<file path="src/design/ctb_pkg.sv">
// ctb_pkg: shared types and constants for the countdown timer bank
// holds command, slot status and sequencer encodings plus the result and control structs
// no dependencies
package ctb_pkg;

    localparam int CMD_W   = 3;
    localparam int SLOT_W  = 3;
    localparam int VALUE_W = 16;
    localparam int CODE_W  = 8;
    localparam int OUT_W   = 16;

    typedef enum logic [CMD_W-1:0] {
        CMD_TICK   = 3'd0,
        CMD_START  = 3'd1,
        CMD_SET    = 3'd2,
        CMD_GET    = 3'd3,
        CMD_PAUSE  = 3'd4,
        CMD_RESUME = 3'd5,
        CMD_STOP   = 3'd6,
        CMD_NOP    = 3'd7
    } ctb_cmd_t;

    typedef enum logic [1:0] {
        SLOT_IDLE   = 2'd0,
        SLOT_RUN    = 2'd1,
        SLOT_PAUSE  = 2'd2,
        SLOT_QUEUED = 2'd3
    } ctb_status_t;

    typedef enum logic [3:0] {
        ST_IDLE,
        ST_CMD_WAIT,
        ST_CMD_EX,
        ST_WALK,
        ST_ARM,
        ST_Q_SLOT,
        ST_C_WAIT,
        ST_C_DATA,
        ST_EMIT
    } ctb_state_t;

    typedef struct packed {
        logic [OUT_W-1:0]  count;
        logic              error;
        logic              exp_valid;
        logic [SLOT_W-1:0] exp_slot;
        logic [CODE_W-1:0] exp_code;
    } ctb_result_t;

    typedef struct packed {
        logic cnt_we;
        logic code_we;
    } ctb_mem_ctrl_t;

    typedef struct packed {
        logic push;
        logic pop;
    } ctb_fifo_ctrl_t;

    typedef struct packed {
        logic run;
        logic expire;
    } ctb_tick_flags_t;

endpackage

</file>
<file path="src/design/ctb_tick_unit.sv">
// ctb_tick_unit: shared decrement and expiry compare, reused for every slot of a tick walk
// depends on ctb_pkg
module ctb_tick_unit #(
    parameter int COUNT_WIDTH = 16
) (
    input  ctb_pkg::ctb_status_t     status,
    input  logic [COUNT_WIDTH-1:0]   count_in,
    output ctb_pkg::ctb_tick_flags_t flags,
    output logic [COUNT_WIDTH-1:0]   count_new
);
    import ctb_pkg::*;

    always_comb
    begin
        flags.run    = (status == SLOT_RUN);
        flags.expire = flags.run && (count_in <= COUNT_WIDTH'(1));
        if (count_in <= COUNT_WIDTH'(1))
        begin
            count_new = '0;
        end
        else
        begin
            count_new = count_in - COUNT_WIDTH'(1);
        end
    end

endmodule

</file>
<file path="src/design/ctb_slot_mem.sv">
// ctb_slot_mem: per-slot count and expiry code memories with registered read
// count entries carry written bits so unwritten counts read as zero; depends on ctb_pkg
module ctb_slot_mem #(
    parameter int NUM_TIMERS  = 8,
    parameter int COUNT_WIDTH = 16,
    parameter int IW          = 3
) (
    input  logic                          clk,
    input  logic                          rst_n,
    input  ctb_pkg::ctb_mem_ctrl_t        ctrl,
    input  logic [IW-1:0]                 waddr,
    input  logic [COUNT_WIDTH-1:0]        cnt_wdata,
    input  logic [ctb_pkg::CODE_W-1:0]    code_wdata,
    input  logic [IW-1:0]                 raddr,
    output logic [COUNT_WIDTH-1:0]        cnt_rdata,
    output logic [ctb_pkg::CODE_W-1:0]    code_rdata
);
    import ctb_pkg::*;

    logic [COUNT_WIDTH-1:0] cnt_mem [NUM_TIMERS];
    logic [CODE_W-1:0]      code_mem [NUM_TIMERS];
    logic [COUNT_WIDTH-1:0] cnt_rd_reg;
    logic [CODE_W-1:0]      code_rd_reg;
    logic [NUM_TIMERS-1:0]  written_reg;
    logic                   written_rd_reg;

    always_ff @(posedge clk)
    begin
        if (ctrl.cnt_we)
        begin
            cnt_mem[waddr] <= cnt_wdata;
        end
        if (ctrl.code_we)
        begin
            code_mem[waddr] <= code_wdata;
        end
        cnt_rd_reg  <= cnt_mem[raddr];
        code_rd_reg <= code_mem[raddr];
    end

    always_ff @(posedge clk or negedge rst_n)
    begin
        if (!rst_n)
        begin
            written_reg    <= '0;
            written_rd_reg <= 1'b0;
        end
        else
        begin
            if (ctrl.cnt_we)
            begin
                written_reg[waddr] <= 1'b1;
            end
            written_rd_reg <= written_reg[raddr];
        end
    end

    assign cnt_rdata  = written_rd_reg ? cnt_rd_reg : '0;
    assign code_rdata = code_rd_reg;

endmodule

</file>
<file path="src/design/ctb_expiry_fifo.sv">
// ctb_expiry_fifo: circular queue of expired slot numbers with registered head read
// depends on ctb_pkg
module ctb_expiry_fifo #(
    parameter int NUM_TIMERS = 8,
    parameter int IW         = 3,
    parameter int FW         = 4
) (
    input  logic                    clk,
    input  logic                    rst_n,
    input  ctb_pkg::ctb_fifo_ctrl_t ctrl,
    input  logic [IW-1:0]           push_data,
    output logic [IW-1:0]           head_data,
    output logic [FW-1:0]           fill
);
    import ctb_pkg::*;

    localparam logic [IW-1:0] LAST_IDX = IW'(NUM_TIMERS - 1);

    logic [IW-1:0] queue_mem [NUM_TIMERS];
    logic [IW-1:0] head_reg;
    logic [IW-1:0] tail_reg;
    logic [FW-1:0] fill_reg;
    logic [IW-1:0] rd_reg;

    always_ff @(posedge clk)
    begin
        if (ctrl.push)
        begin
            queue_mem[tail_reg] <= push_data;
        end
        rd_reg <= queue_mem[head_reg];
    end

    always_ff @(posedge clk or negedge rst_n)
    begin
        if (!rst_n)
        begin
            head_reg <= '0;
            tail_reg <= '0;
            fill_reg <= '0;
        end
        else
        begin
            if (ctrl.push)
            begin
                tail_reg <= (tail_reg == LAST_IDX) ? '0 : tail_reg + IW'(1);
                fill_reg <= fill_reg + FW'(1);
            end
            else if (ctrl.pop)
            begin
                head_reg <= (head_reg == LAST_IDX) ? '0 : head_reg + IW'(1);
                fill_reg <= fill_reg - FW'(1);
            end
        end
    end

    assign head_data = rd_reg;
    assign fill      = fill_reg;

endmodule

</file>
<file path="src/design/countdown_timer_bank_unit.sv">
// countdown_timer_bank_unit: a slot request reads the count memory, executes, then emits; a no-op or
// disarmed tick emits directly; an armed tick walks all slots, then delivers a queued expiry with its code;
// the walk reads one slot count a cycle through the count memory port and the shared unit
// one request at a time: the next is taken the cycle after its result is registered
// reset: all slots idle, counts zero, expiry queue empty, tick disarmed; no clearing pass
module countdown_timer_bank_unit #(
    parameter int NUM_TIMERS  = 8,
    parameter int COUNT_WIDTH = 16
) (
    input  logic                        clk,
    input  logic                        rst_n,
    // request channel
    input  logic                        in_valid,
    output logic                        in_stall,
    input  logic [ctb_pkg::CMD_W-1:0]   command,
    input  logic [ctb_pkg::SLOT_W-1:0]  slot,
    input  logic [ctb_pkg::VALUE_W-1:0] value,
    input  logic [ctb_pkg::CODE_W-1:0]  start_code,
    // result channel
    output logic                        out_valid,
    input  logic                        out_stall,
    output logic [ctb_pkg::OUT_W-1:0]   count_out,
    output logic                        error,
    output logic                        expiry_valid,
    output logic [ctb_pkg::SLOT_W-1:0]  expiry_slot,
    output logic [ctb_pkg::CODE_W-1:0]  expiry_code
);
    import ctb_pkg::*;

    // slot index and counter widths
    localparam int IW = (NUM_TIMERS > 1) ? $clog2(NUM_TIMERS) : 1;
    localparam int FW = $clog2(NUM_TIMERS + 1);
    localparam logic [IW-1:0] LAST_IDX = IW'(NUM_TIMERS - 1);

    // sequencer and request capture
    ctb_state_t             state_reg, state_next;
    ctb_cmd_t               cmd_reg, cmd_next;
    logic [COUNT_WIDTH-1:0] val_reg, val_next;
    logic [CODE_W-1:0]      code_reg, code_next;
    logic                   ok_reg, ok_next;

    // read index leads, write index trails by one during the walk
    logic [IW-1:0]          idx_reg, idx_next;
    logic [IW-1:0]          wr_idx_reg, wr_idx_next;
    logic                   pipe_vld_reg, pipe_vld_next;
    logic                   issue_done_reg, issue_done_next;

    // bank-wide state
    ctb_status_t            status_reg [NUM_TIMERS];
    ctb_status_t            status_next [NUM_TIMERS];
    logic [FW-1:0]          run_cnt_reg, run_cnt_next;
    logic                   armed_reg, armed_next;

    // pending result and output register
    ctb_result_t            res_reg, res_next;
    ctb_result_t            out_res_reg, out_res_next;
    logic                   out_valid_reg, out_valid_next;

    // memory, queue and shared unit hookup
    ctb_mem_ctrl_t          mem_ctrl;
    logic [COUNT_WIDTH-1:0] mem_wdata;
    logic [COUNT_WIDTH-1:0] mem_cnt;
    logic [CODE_W-1:0]      mem_code;
    ctb_fifo_ctrl_t         fifo_ctrl;
    logic [IW-1:0]          fifo_head;
    logic [FW-1:0]          fifo_fill;
    ctb_tick_flags_t        tick_flags;
    logic [COUNT_WIDTH-1:0] tick_count;

    // request decode
    logic                   accept;
    logic                   in_slot_ok;
    logic [IW-1:0]          in_idx;
    ctb_status_t            cur_st;
    logic [COUNT_WIDTH-1:0] start_cnt;

    ctb_slot_mem #(
        .NUM_TIMERS  (NUM_TIMERS),
        .COUNT_WIDTH (COUNT_WIDTH),
        .IW          (IW)
    ) u_slot_mem (
        .clk        (clk),
        .rst_n      (rst_n),
        .ctrl       (mem_ctrl),
        .waddr      (wr_idx_reg),
        .cnt_wdata  (mem_wdata),
        .code_wdata (code_reg),
        .raddr      (idx_reg),
        .cnt_rdata  (mem_cnt),
        .code_rdata (mem_code)
    );

    ctb_expiry_fifo #(
        .NUM_TIMERS (NUM_TIMERS),
        .IW         (IW),
        .FW         (FW)
    ) u_expiry_fifo (
        .clk       (clk),
        .rst_n     (rst_n),
        .ctrl      (fifo_ctrl),
        .push_data (wr_idx_reg),
        .head_data (fifo_head),
        .fill      (fifo_fill)
    );

    // status of the slot under the write index feeds both commands and the walk
    assign cur_st = status_reg[wr_idx_reg];

    ctb_tick_unit #(
        .COUNT_WIDTH (COUNT_WIDTH)
    ) u_tick_unit (
        .status    (cur_st),
        .count_in  (mem_cnt),
        .flags     (tick_flags),
        .count_new (tick_count)
    );

    // handshake
    assign in_stall   = (state_reg != ST_IDLE);
    assign accept     = in_valid && !in_stall;
    assign in_slot_ok = (32'(slot) < NUM_TIMERS);
    assign in_idx     = in_slot_ok ? IW'(slot) : '0;

    // start with zero value keeps the stored count
    assign start_cnt  = (val_reg != '0) ? val_reg : mem_cnt;

    always_comb
    begin
        state_next      = state_reg;
        cmd_next        = cmd_reg;
        val_next        = val_reg;
        code_next       = code_reg;
        ok_next         = ok_reg;
        idx_next        = idx_reg;
        wr_idx_next     = wr_idx_reg;
        pipe_vld_next   = pipe_vld_reg;
        issue_done_next = issue_done_reg;
        status_next     = status_reg;
        run_cnt_next    = run_cnt_reg;
        armed_next      = armed_reg;
        res_next        = res_reg;
        out_res_next    = out_res_reg;
        out_valid_next  = out_valid_reg && out_stall;
        mem_ctrl        = '0;
        mem_wdata       = val_reg;
        fifo_ctrl       = '0;

        case (state_reg)
            ST_IDLE:
            begin
                if (accept)
                begin
                    cmd_next    = ctb_cmd_t'(command);
                    val_next    = COUNT_WIDTH'(value);
                    code_next   = start_code;
                    ok_next     = in_slot_ok;
                    idx_next    = in_idx;
                    wr_idx_next = in_idx;
                    res_next    = '0;
                    case (ctb_cmd_t'(command))
                        CMD_TICK:
                        begin
                            if (armed_reg)
                            begin
                                // walk starts at slot zero
                                idx_next        = '0;
                                pipe_vld_next   = 1'b0;
                                issue_done_next = 1'b0;
                                state_next      = ST_WALK;
                            end
                            else
                            begin
                                state_next = ST_EMIT;
                            end
                        end
                        CMD_NOP:
                        begin
                            state_next = ST_EMIT;
                        end
                        default:
                        begin
                            state_next = ST_CMD_WAIT;
                        end
                    endcase
                end
            end

            // count memory read in flight
            ST_CMD_WAIT:
            begin
                state_next = ST_CMD_EX;
            end

            ST_CMD_EX:
            begin
                case (cmd_reg)
                    CMD_START:
                    begin
                        if (ok_reg)
                        begin
                            if (cur_st != SLOT_QUEUED)
                            begin
                                mem_ctrl.cnt_we          = 1'b1;
                                mem_ctrl.code_we         = 1'b1;
                                mem_wdata                = start_cnt;
                                status_next[wr_idx_reg]  = SLOT_RUN;
                                if (cur_st != SLOT_RUN)
                                begin
                                    run_cnt_next = run_cnt_reg + FW'(1);
                                end
                                armed_next     = 1'b1;
                                res_next.count = OUT_W'(start_cnt);
                            end
                            else
                            begin
                                // queued slot ignores start
                                res_next.count = OUT_W'(mem_cnt);
                            end
                        end
                    end
                    CMD_SET:
                    begin
                        if (ok_reg)
                        begin
                            mem_ctrl.cnt_we = 1'b1;
                        end
                    end
                    CMD_GET:
                    begin
                        if (ok_reg)
                        begin
                            res_next.count = OUT_W'(mem_cnt);
                        end
                    end
                    CMD_PAUSE:
                    begin
                        if (ok_reg && cur_st == SLOT_RUN)
                        begin
                            status_next[wr_idx_reg] = SLOT_PAUSE;
                            run_cnt_next            = run_cnt_reg - FW'(1);
                            res_next.count          = OUT_W'(mem_cnt);
                        end
                        else
                        begin
                            res_next.error = 1'b1;
                        end
                        if (run_cnt_next == '0 && fifo_fill == '0)
                        begin
                            armed_next = 1'b0;
                        end
                    end
                    CMD_STOP:
                    begin
                        if (ok_reg && (cur_st inside {SLOT_RUN, SLOT_PAUSE}))
                        begin
                            status_next[wr_idx_reg] = SLOT_IDLE;
                            if (cur_st == SLOT_RUN)
                            begin
                                run_cnt_next = run_cnt_reg - FW'(1);
                            end
                            res_next.count = OUT_W'(mem_cnt);
                        end
                        else
                        begin
                            res_next.error = 1'b1;
                        end
                        if (run_cnt_next == '0 && fifo_fill == '0)
                        begin
                            armed_next = 1'b0;
                        end
                    end
                    CMD_RESUME:
                    begin
                        if (ok_reg && cur_st == SLOT_PAUSE)
                        begin
                            status_next[wr_idx_reg] = SLOT_RUN;
                            run_cnt_next            = run_cnt_reg + FW'(1);
                            res_next.count          = OUT_W'(mem_cnt);
                        end
                        else
                        begin
                            res_next.error = 1'b1;
                        end
                        if (run_cnt_next != '0 || fifo_fill != '0)
                        begin
                            armed_next = 1'b1;
                        end
                    end
                    default:
                    begin
                    end
                endcase
                state_next = ST_EMIT;
            end

            // one slot read issued per cycle, the previous one decremented and written back
            ST_WALK:
            begin
                if (!issue_done_reg)
                begin
                    pipe_vld_next = 1'b1;
                    wr_idx_next   = idx_reg;
                    if (idx_reg == LAST_IDX)
                    begin
                        issue_done_next = 1'b1;
                    end
                    else
                    begin
                        idx_next = idx_reg + IW'(1);
                    end
                end
                else
                begin
                    pipe_vld_next = 1'b0;
                end

                if (pipe_vld_reg && tick_flags.run)
                begin
                    mem_ctrl.cnt_we = 1'b1;
                    mem_wdata       = tick_count;
                    if (tick_flags.expire)
                    begin
                        // timed out: park it in the queue in ascending slot order
                        status_next[wr_idx_reg] = SLOT_QUEUED;
                        run_cnt_next            = run_cnt_reg - FW'(1);
                        if (fifo_fill < FW'(NUM_TIMERS))
                        begin
                            fifo_ctrl.push = 1'b1;
                        end
                    end
                end

                if (issue_done_reg && !pipe_vld_reg)
                begin
                    state_next = ST_ARM;
                end
            end

            // re-arm decision, queue head read in flight
            ST_ARM:
            begin
                armed_next = (run_cnt_reg != '0) || (fifo_fill > FW'(1));
                if (fifo_fill != '0)
                begin
                    state_next = ST_Q_SLOT;
                end
                else
                begin
                    state_next = ST_EMIT;
                end
            end

            // deliver the head expiry, that slot goes idle
            ST_Q_SLOT:
            begin
                fifo_ctrl.pop          = 1'b1;
                idx_next               = fifo_head;
                wr_idx_next            = fifo_head;
                status_next[fifo_head] = SLOT_IDLE;
                res_next.exp_valid     = 1'b1;
                res_next.exp_slot      = SLOT_W'(fifo_head);
                state_next             = ST_C_WAIT;
            end

            // code memory read in flight
            ST_C_WAIT:
            begin
                state_next = ST_C_DATA;
            end

            ST_C_DATA:
            begin
                res_next.exp_code = mem_code;
                state_next        = ST_EMIT;
            end

            // hand the result to the output register once it is free
            ST_EMIT:
            begin
                if (!out_valid_reg || !out_stall)
                begin
                    out_res_next   = res_reg;
                    out_valid_next = 1'b1;
                    state_next     = ST_IDLE;
                end
            end

            default:
            begin
                state_next = ST_IDLE;
            end
        endcase
    end

    always_ff @(posedge clk or negedge rst_n)
    begin
        if (!rst_n)
        begin
            state_reg      <= ST_IDLE;
            pipe_vld_reg   <= 1'b0;
            issue_done_reg <= 1'b0;
            run_cnt_reg    <= '0;
            armed_reg      <= 1'b0;
            out_valid_reg  <= 1'b0;
            for (int i = 0; i < NUM_TIMERS; i++)
            begin
                status_reg[i] <= SLOT_IDLE;
            end
        end
        else
        begin
            state_reg      <= state_next;
            pipe_vld_reg   <= pipe_vld_next;
            issue_done_reg <= issue_done_next;
            run_cnt_reg    <= run_cnt_next;
            armed_reg      <= armed_next;
            out_valid_reg  <= out_valid_next;
            status_reg     <= status_next;
        end
    end

    // payload registers
    always_ff @(posedge clk)
    begin
        cmd_reg     <= cmd_next;
        val_reg     <= val_next;
        code_reg    <= code_next;
        ok_reg      <= ok_next;
        idx_reg     <= idx_next;
        wr_idx_reg  <= wr_idx_next;
        res_reg     <= res_next;
        out_res_reg <= out_res_next;
    end

    // result channel
    assign out_valid    = out_valid_reg;
    assign count_out    = out_res_reg.count;
    assign error        = out_res_reg.error;
    assign expiry_valid = out_res_reg.exp_valid;
    assign expiry_slot  = out_res_reg.exp_slot;
    assign expiry_code  = out_res_reg.exp_code;

`ifndef SYNTHESIS
    // every slot is counted at most once as running or queued
    assert property (@(posedge clk) disable iff (!rst_n)
        (32'(run_cnt_reg) + 32'(fifo_fill)) <= NUM_TIMERS)
    else $error("running plus queued slots exceed the bank size");

    // write-back pipeline only carries data during the walk
    assert property (@(posedge clk) disable iff (!rst_n)
        pipe_vld_reg |-> (state_reg == ST_WALK))
    else $error("walk pipeline valid outside the walk");

    // a pop never hits an empty queue
    assert property (@(posedge clk) disable iff (!rst_n)
        fifo_ctrl.pop |-> (fifo_fill != '0))
    else $error("expiry queue popped while empty");

    // a fetched expiry code always belongs to a delivered expiry
    assert property (@(posedge clk) disable iff (!rst_n)
        (state_reg == ST_C_DATA) |-> res_reg.exp_valid)
    else $error("expiry code fetched without a delivered expiry");
`endif

endmodule
</file>
<file path="config.mk">
export PLATFORM = sky130hd
export DESIGN_NAME = countdown_timer_bank_unit
export DESIGN_NICKNAME = d
export VERILOG_FILES = /design/src/design/ctb_pkg.sv /design/src/design/ctb_tick_unit.sv /design/src/design/ctb_slot_mem.sv /design/src/design/ctb_expiry_fifo.sv /design/src/design/countdown_timer_bank_unit.sv
export SDC_FILE = /design/constraint.sdc
export NUM_CORES = 1
export LEC_CHECK = 0
export BUFFER_PORTS_ARGS = -buffer_cell sky130_fd_sc_hd__clkbuf_2
export CORE_UTILIZATION = 40
export CTS_CLUSTER_DIAMETER = 80
export DETAILED_ROUTE_END_ITERATION = 10
export PLACE_DENSITY = 0.64
export SLEW_MARGIN = 20
export SYNTH_ARGS = -nofsm -noshare
export SYNTH_HDL_FRONTEND = slang
export SYNTH_SLANG_ARGS = --single-unit
</file>
<file path="constraint.sdc">
create_clock -name clk -period 6.7 [get_ports clk]
set_clock_uncertainty 0.2 [all_clocks]
set_input_delay 1.34 -clock clk [delete_from_list [all_inputs] [get_ports clk]]
set_output_delay 1.34 -clock clk [all_outputs]
set_load 0.01 [all_outputs]
</file>
; Yosys cells after proc, flatten, opt, wreduce, memory -nomap -nowiden
; Memories as Yosys holds them, arrays and structs flattened. A register that Yosys moved wholly into a read port is not among the register bits.
; Index checks and enable logic that the tools add are counted.
[totals]
ff_bits = 138
latchBits = 0
ram_bits = 216
mem_bits_ro = 0
out_inout_bits = 31
mem_count = 3
[mem_list]
columns = memory, depth, word_bits, rd, rd_clocked_by_memory_dff, wr, line
row1 = u_slot_mem.cnt_mem, 8, 16, 1, 1, 1, ctb_slot_mem.sv:20  ; logic [COUNT_WIDTH-1:0] cnt_mem [NUM_TIMERS];
row2 = u_slot_mem.code_mem, 8, 8, 1, 1, 1, ctb_slot_mem.sv:21  ; logic [CODE_W-1:0] code_mem [NUM_TIMERS];
row3 = u_expiry_fifo.queue_mem, 8, 3, 1, 1, 1, ctb_expiry_fifo.sv:19  ; logic [IW-1:0] queue_mem [NUM_TIMERS];
[op_classes]
n_addsub = 8
n_mul = 0
n_div = 0
magnitude_cmp = 10
n_eq_ne = 45
shift = 0
n_mux = 107
bitwise_logic = 15
n_reduce_logical = 52
[ops]
columns = operator, count
row1 = $mux 16, 16
row2 = $mux 4, 20
row3 = $pmux 16 s5, 1
row4 = $pmux 16 s4, 1
row5 = $pmux 16 s3, 1
row6 = $pmux 17 s2, 1
row7 = $ne 3x3->1 const B, 11
row8 = $and 16x16->16, 2
row9 = $not 16->16, 2
row10 = $pmux 16 s2, 1
row11 = $pmux 4 s8, 1
row12 = $mux 1, 31
row13 = $mux 29, 1
row14 = $mux 3, 9
row15 = $or 8x8->8, 3
row16 = $pmux 4 s2, 3
row17 = $reduce_and 6->1, 4
row18 = $eq 3x3->1 const B, 7
row19 = $ne 2x2->1 const B, 9
row20 = $pmux 3 s3, 2
row21 = $and 8x8->8, 2
row22 = $eq 4x3->1 const B, 4
row23 = $le 16x1->1 const B, 1
row24 = $logic_not 4->1, 4
row25 = 48 further kinds, 100

; Longest topological paths before layout
; Gate-level depths: netlist of the first run.
[depth]
depth_word = 14
depth_mapped = 15
mapped_depth_nobuf = 12

; By module
; From an unflattened synthesis of the first run, not the netlist that was laid out.
[hier_totals]
hier_cells = 1046
area_unflattened_um2 = 16453.3
[modules_own_cells]
columns = mod, instances, cells_each, area_each_um2, seq_area_each_um2
row1 = ctb_slot_mem, 1, 368, 8451.9, 6471.2
row2 = countdown_timer_bank_unit, 1, 521, 6027.0, 3433.3
row3 = ctb_expiry_fifo, 1, 98, 1575.3, 1031.0
row4 = ctb_tick_unit, 1, 59, 399.1, 0.0

; Worst setup path after synthesis of the first run
; Ideal clock, no wire load.
[synth_path]
path_type = reg-to-reg
startpoint = register wr_idx_reg[1]
endpoint = register res_reg[13] in the netlist's numbering, enable pin
t_arrival_ns = 5.001
required_time_ns = 6.022
path_slack_ns = 1.021
stages_incl_launch_ff = 12
n_path_buf = 1
period_less_slack_ns = 5.679
cell_sequence = edfxtp_1 clkbuf_1 and3_1 a22oi_1 o221ai_1 nor3_1 inv_1 ha_1 and2_1 o311ai_1 nand3_1 a2111oi_0
[synth_between]
elab_chain_len = 8
[synth_lines]
columns = element, line
row1 = start: declaration, countdown_timer_bank_unit.sv:44  ; logic [IW-1:0] wr_idx_reg, wr_idx_next;
row2 = start signal: assignment, countdown_timer_bank_unit.sv:430  ; wr_idx_reg <= wr_idx_next;
row3 = $not 3->4 (not written as such) (*), countdown_timer_bank_unit.sv:107  ; assign cur_st = status_reg[wr_idx_reg];
row4 = $bmux 2 s3 (*), countdown_timer_bank_unit.sv:107
row5 = $mux 2 (not written as such) (*) (2 in a row), countdown_timer_bank_unit.sv:107
row6 = $eq 2x1->1 / $eq 2x2->1 (equally long branches), "countdown_timer_bank_unit.sv:237, countdown_timer_bank_unit.sv:254, countdown_timer_bank_unit.sv:274"
row7 = $reduce_bool 2->1, countdown_timer_bank_unit.sv:254  ; if (ok_reg && (cur_st inside {SLOT_RUN, SLOT_PAUSE}))
row8 = $ne 3x3->1 (no source line), n/a
row9 = $reduce_and 6->1 (no source line) (*), n/a
row10 = end signal: assignment, countdown_timer_bank_unit.sv:431  ; res_reg <= res_next;
row11 = end: declaration, countdown_timer_bank_unit.sv:55  ; ctb_result_t res_reg, res_next;
; Every way passes the cells marked *; elsewhere a longest branch is shown, timed or not. The select of a mux whose other input is x is not followed.
; A chain may end at the register's enable or synchronous reset.

; Worst setup path in the final report of the first run
[layout_path]
startpoint = register wr_idx_reg[0]
endpoint = memory u_expiry_fifo.queue_mem[1][1], enable pin
[layout_between]
elab_chain_len = 11
[layout_lines]
columns = element, line
row1 = $not 3->4 (not written as such) (*), countdown_timer_bank_unit.sv:107
row2 = $bmux 2 s3 (*), countdown_timer_bank_unit.sv:107
row3 = $mux 2 (not written as such) (*) (2 in a row), countdown_timer_bank_unit.sv:107
row4 = $eq 2x1->1 (*), ctb_tick_unit.sv:15  ; flags.run = (status == SLOT_RUN);
row5 = $logic_and 1x1->1, ctb_tick_unit.sv:16  ; flags.expire = flags.run && (count_in <= COUNT_WIDTH'(1));
row6 = $mux 1, countdown_timer_bank_unit.sv:321  ; if (tick_flags.expire)
row7 = $mux 1 (*), countdown_timer_bank_unit.sv:317  ; if (pipe_vld_reg && tick_flags.run)
row8 = $mux 1 (*), countdown_timer_bank_unit.sv:148  ; case (state_reg)
row9 = $mux 1 (*), ctb_expiry_fifo.sv:27  ; if (ctrl.push)
row10 = $mux 1 (not written as such) (*), ctb_expiry_fifo.sv:29  ; queue_mem[tail_reg] <= push_data;
row11 = end: declaration, ctb_expiry_fifo.sv:19
; Marked as above.

==> metrics.csv, run 1 <==
metric,value,unit
Synth Instances,1055,
final cycle utilization of the critical path,72.2,%
PnR worst setup slack,1.86,ns
root buf cell,clkbuf_16,
via count,9340,
Hold Path End,expiry_slot[1],
maximum number of pins on one net before global-route repair,51,
insertion delay to the later sink of the worst-skew pair,0.57,ns
CP Launch Type,register,
worst-case clock buffer depth,3,
Final nets,1176,
slowest CP cell,edfxtp_1,
hold path start,res_reg[9],
Rel. slew slack,34.0,%
CP Max Fanout,23,
DR WL/cell,20.9,um
Slew @ Worst Pin,0.987,ns
Syn Area/Cell,15.1,um2
Post-synth top cells,"307 x edfxtp_1, 85 x nor2_1, 67 x nand2_1",
max-slew violation count,0,
Resize count post-CTS,0,
drt first pass iters,6,
"most used cell, CP",nor3_1,
max reg flops,128,
die area,0.0408,mm2
R2R Setup Slk,1.86,ns
CP Cell Sequence,"nor3b_1, a22oi_1, o221ai_1, nor3_1, ha_1, nand3_1, or3_1, nor3_1, nand2_1, nor3_1",
number of buffers created by CTS,40,
num ports,65,
layout cells sized above 1,22.6,%
FF-to-FF Start,wr_idx_reg[0],
# Post-CTS Setup Buffers,0,
ANT nets after route,0,
Iter 0 DRT Violations,821,
Crit. End Element,register,
"EDFF count, synth",307,
reg2reg path depth,10,
number of buffers added on ports,64,
final instance area,0.0182,mm2
mapped cell area,0.0160,mm2
Critical R2R Capture,u_expiry_fifo.queue_mem[1][1],
"Hold Vio Cnt, Final",0,
Yosys reg bits,381,
die width,202,um
Max Cap Viol,0,
CTS Hold Bufs,0,
dpl hpwl,22.4,mm
Die Height,202,um
Main synth FF type,edfxtp_1,
Critical path buffers and inverters,0,
CP max stage delay,0.80,ns
Clock Sinks,381,
CP arrival,4.84,ns
max frequency,0.207,GHz
Fin Hold WS,0.192,ns
CTS H-Tree Depth,2,
Syn. warnings,0,
"delay-heaviest family, CP",simple AND/OR/NAND/NOR gates,
Core Footprint,0.0390,mm2
CTS tree,built,
leakage power,6.26,nW
grt ovf,0,
critical path required time,6.70,ns
Pwr Density,400,mW/mm2
Setup TNS,0,ns
Worst Hold Class,reg -> reg,
"Reg clk slew, reported paths",0.06,ns
RSZ-0062 raised after global routing,no,
sequential element share of the synthesized area,68.4,%
Synth area leaders,"edfxtp_1 58%, mux4_2 7.9%, dfrtp_1 7.4%",
Row Count,72,
Setup Viol. Count Final,0,
top-area cell type share of the netlist area,57.7,%
worst setup path start,wr_idx_reg[0],
vias in the first global route,9237,
Vias/cell,5.58,
Initial Util,41.0,%
crit path kind,reg -> reg,
status,"complete, no violations",
worst vdd ir,0.278,mV
routability cong.,0.861,
Post-synth ARST share,12.3,%
Total Routing Usage GR,17.6,%
Tmin final,4.84,ns
Synthesized Nets,1106,
Area Growth Syn to Fin,14.1,%
Netlist cell types,66,
placed cell areas,0.0169,mm2
"area leader, netlist",edfxtp_1,
cell with the most instances after synthesis,edfxtp_1,
first-pass GRT wire length,55.0,mm
DR DRC count,0,
DP Worst Slack,1.98,ns
initial antenna violation count,0,
n_diodes,0,
hold path cells,0,
WL final,35.0,mm
[where the power goes]
part | internal, mW | switching, mW
clock | 1.37 | 0.892
sequential | 3.06 | 0.386
combinational | 0.657 | 0.915
[per-layer routing]
layer,vias up,track usage [%],part of all wire [%]
met2,381,28.2,47
met4,0,5.71,2.4
met3,55,2.74,6.1
li1,4236,-,-
met1,4668,24.7,44
met5,-,0,0
[worst max-delay path by stage]
| stage | endpoint | cells past startpoint |
|---|---|---|
| after global routing | u_expiry_fifo.queue_mem[1][1] | 10 |
| after floorplan | res_reg[13] | 11 |
| after CTS | u_expiry_fifo.queue_mem[1][1] | 10 |
| after detailed placement | u_expiry_fifo.queue_mem[1][1] | 10 |
| after global placement | u_expiry_fifo.queue_mem[1][0] | 10 |
| final | u_expiry_fifo.queue_mem[1][1] | 10 |
[metrics by stage]
stage / std cells / power, mW / util (%)
detailed placement: 1601 / 5.06 / 43.3
floorplan: 1055 / 4.52 / -
global placement: 1601 / 5.03 / 43.3
CTS: 1673 / 7.35 / 46.8
finish: 1673 / 7.29 / 46.8
global route: 1673 / 7.64 / 46.8
[kinds of logic (layout without fill, tap and decap cells)]
group,count (synthesis),in the layout,synth area share [%]
fa+ha+maj,17,17,1.33
compound gates,172,172,7.77
simple gates,290,290,9.11
mux,89,89,10.2
xor+xnor,17,17,0.932
flops,381,381,68.4
buf+inv,89,189,2.24
[cell usage in the layout, fill, tap and decap left out, types with 28 or more instances in the layout]
master | synthesis | layout
mux4_2 | 56 | 56
o21ai_0 | 42 | 42
dfrtp_1 | 47 | 47
inv_1 | 33 | 33
clkbuf_16 | 0 | 41
mux2_2 | 28 | 28
nand2_1 | 67 | 67
edfxtp_1 | 307 | 307
nor2_1 | 85 | 85
clkbuf_2 | 0 | 64
[cell type report]
class | count | area, um2
clock buffers | 53 | 1120
inverters | 33 | 124
repair buffers | 84 | 470
fillers | 3319 | 20800
well taps | 518 | 648
clock inverters | 19 | 238
flip-flops and latches | 381 | 10900
multi-input cells | 585 | 4700
No activity file was read; power rests on OpenSTA's default activity.
==> run 2, diff against run 1 <==
ABC_AREA = 1   (was not set)
clock period = 4.8 ns   (was 6.7 ns; I/O delays follow)
==> run 2 against run 1 <==
Effect of this change: clock power grew 42%; critical endpoint is now u_slot_mem.cnt_mem[6][14]; maximum frequency increased by 23%; global-route usage increased by 1.3 points; non-clock buffer count decreased by 2; critical path type unchanged.
==> metrics.csv, run 2 <==
metric,value,unit
num ports,65,
CP Max Fanout,13,
Yosys reg bits,381,
Synth Instances,1560,
layout cells sized above 1,12.9,%
maximum number of pins on one net before global-route repair,74,
CP Launch Type,register,
Final Core Density,46.1,%
Die Height,206,um
Adder-Cell Fraction of Synth Area,1.28,%
first-pass GRT wire length,61.9,mm
Setup Viol. Count Final,0,
Seq pwr share,40.8,%
"commonest cells after routing, fill and taps aside","307 x edfxtp_1, 286 x nor2_1, 186 x o21ai_0",
Setup TNS,0,ns
Iter 0 DRT Violations,875,
die width,206,um
"Hold Vio Cnt, Final",0,
Placed Cells,2110,
Post-synth ARST share,12.3,%
Final nets,1673,
number of buffers added on ports,64,
"area leader, netlist",edfxtp_1,
worst-case clock buffer depth,3,
final cycle utilization of the critical path,82.1,%
Area Growth Syn to Fin,13.6,%
leakage power,7.15,nW
Pwr Density,637,mW/mm2
number of buffers created by CTS,42,
max frequency,0.254,GHz
sequential element share of the synthesized area,65.8,%
root buf cell,clkbuf_16,
Post-Synth XOR/XNOR Area,0.738,%
Main synth FF type,edfxtp_1,
CTS Hold Bufs,0,
Total Routing Usage GR,18.9,%
Initial Util,40.6,%
status,"complete, no violations",
RSZ-0062 raised after global routing,no,
Top Usage Layer GRT,met2,
Crit. End Element,register,
grt ovf,0,
max reg flops,128,
top-area cell type share of the netlist area,55.5,%
critical path required time,4.85,ns
CP arrival,4.00,ns
routability cong.,0.925,
Sw Share,37.3,%
Layout fillers,3752,
Psw,4.48,mW
GRT met2 Usage,30.5,%
Compound-Gate Fraction of Synth Area,12.2,%
ANT nets after route,0,
via count,11518,
Synthesized Nets,1611,
Post-synth top cells,"307 x edfxtp_1, 287 x nor2_1, 187 x o21ai_0",
internal power,7.54,mW
insertion delay to the later sink of the worst-skew pair,0.54,ns
M3 GR Usage,2.74,%
crit path kind,reg -> reg,
Tmin final,3.94,ns
# Post-CTS Setup Buffers,0,
Worst Hold Class,reg -> reg,
Synth Area in Simple Gates,15.1,%
Syn. warnings,0,
Vias/cell,5.27,
mapped cell area,0.0166,mm2
Netlist cell types,49,
CTS H-Tree Depth,2,
worst vdd ir,0.277,mV
initial antenna violation count,0,
met1 GRT Util,26.6,%
max-slew violation count,0,
vias in the first global route,11160,
largest family of logic cells by synthesized area,simple AND/OR/NAND/NOR gates,
DR WL/cell,18.0,um
cell with the most instances after synthesis,edfxtp_1,
drt first pass iters,7,
mux cell area share after synthesis,0,%
WL final,39.5,mm
DR DRC count,0,
Rel. slew slack,28.6,%
Core Footprint,0.0409,mm2
Clock Sinks,381,
die area,0.0424,mm2
Synth area leaders,"edfxtp_1 55%, dfrtp_1 7.1%, nor2_1 6.5%",
Syn Area/Cell,10.7,um2
Row Count,74,
Clock Power Share,26.9,%
Combinational Power Share,32.3,%
final std cells w/o fill,2187,
Resize count post-CTS,0,
dpl hpwl,26.1,mm
"Reg clk slew, reported paths",0.06,ns
n_diodes,0,
"EDFF count, synth",307,
Slew @ Worst Pin,1.07,ns
CTS tree,built,
Max Cap Viol,0,
"leading cell type in the layout, fill and taps excluded",edfxtp_1,
-- run 2: changes by cell type in the layout (fill, tap and decap cells not counted), moves of 25 or more --
cell	before	now
o22ai_1	8	33
nand3_1	15	42
o21ai_0	42	186
a31oi_1	4	31
mux4_2	56	0
nor2_1	85	286
inv_1	33	122
nand2_1	67	181
mux2_2	28	0
-- run 2: kinds of logic after synthesis --
logic type               Yosys count
AO/OA/AOI/OAI                    354
adder cells (fa/ha/maj)           17
XOR/XNOR                          14
flip-flops                       381
buffers and inverters            201
AND/OR/NAND/NOR                  593
-- run 2: worst paths after layout --
path / start / endpoint / slack (ns) / cells after the start
setup / recovery: wr_idx_reg[1] / u_slot_mem.cnt_mem[6][14] / 0.86 / 12
hold / removal: res_reg[26] / count_out[13] / 0.21 / 0
setup reg to reg: wr_idx_reg[1] / u_slot_mem.cnt_mem[6][14] / 0.86 / 12
hold reg to reg: res_reg[26] / count_out[13] / 0.21 / 0
max in group asynchronous: rst_n / state_reg[2] / 3.59 / 2
min in group asynchronous: rst_n / status_reg[10] / 0.35 / 2
-- run 2: worst max-delay path: stages, from the launching register on --
cell and delay [ns]:
edfxtp_1 0.58, inv_1 0.21, nand3_1 0.28, o22ai_1 0.26
nor2_1 0.09, nand4_1 0.15, ha_1 0.37, nand2_1 0.14
nor2_2 0.29, nand2_1 0.27, inv_2 0.23, a21oi_1 0.10
nor2_1 0.49
-- run 2: final cells by class --
type / count / area (um2) / share of cell area (%)
Multi-Input combinational cell: 978 / 4900 / 26.0
Clock inverter: 23 / 263 / 1.39
Inverter: 137 / 514 / 2.72
Sequential cell: 381 / 10900 / 57.9
Timing Repair Buffer: 82 / 455 / 2.41
Clock buffer: 54 / 1140 / 6.03
Tap cell: 532 / 666 / 3.53
-- run 2: stage by stage --
stage | cell area [um2] | setup WS [ns] | total power [mW] | hold WS, ns
2_1_floorplan | 16600 | 0.955 | 7.64 | 0.200
3_3_place_gp | 17500 | 1.02 | 8.77 | 0.200
3_5_place_dp | 17500 | 0.880 | 8.83 | 0.205
4_1_cts | 18900 | 0.859 | 12.1 | 0.215
5_1_grt | 18900 | 0.474 | 12.8 | 0.215
6_report | 18900 | 0.857 | 12.0 | 0.214
-- run 2: per-layer routing --
metal | vias to the layer above | wire (um) | part of all wire, %
met5 | - | 0 | 0
met4 | 0 | 739 | 1.9
met3 | 54 | 2240 | 5.7
met2 | 366 | 18500 | 47
met1 | 5530 | 18000 | 46
li1 | 5568 | - | -
-- run 2: power by group through the flow --
stage	registers, mW	logic, mW	clock network, mW
floorplan	4.77	2.87	0
global placement	4.96	3.81	0
detailed placement	4.97	3.86	0
CTS	4.90	3.88	3.29
global route	4.97	4.39	3.43
finish	4.91	3.89	3.23
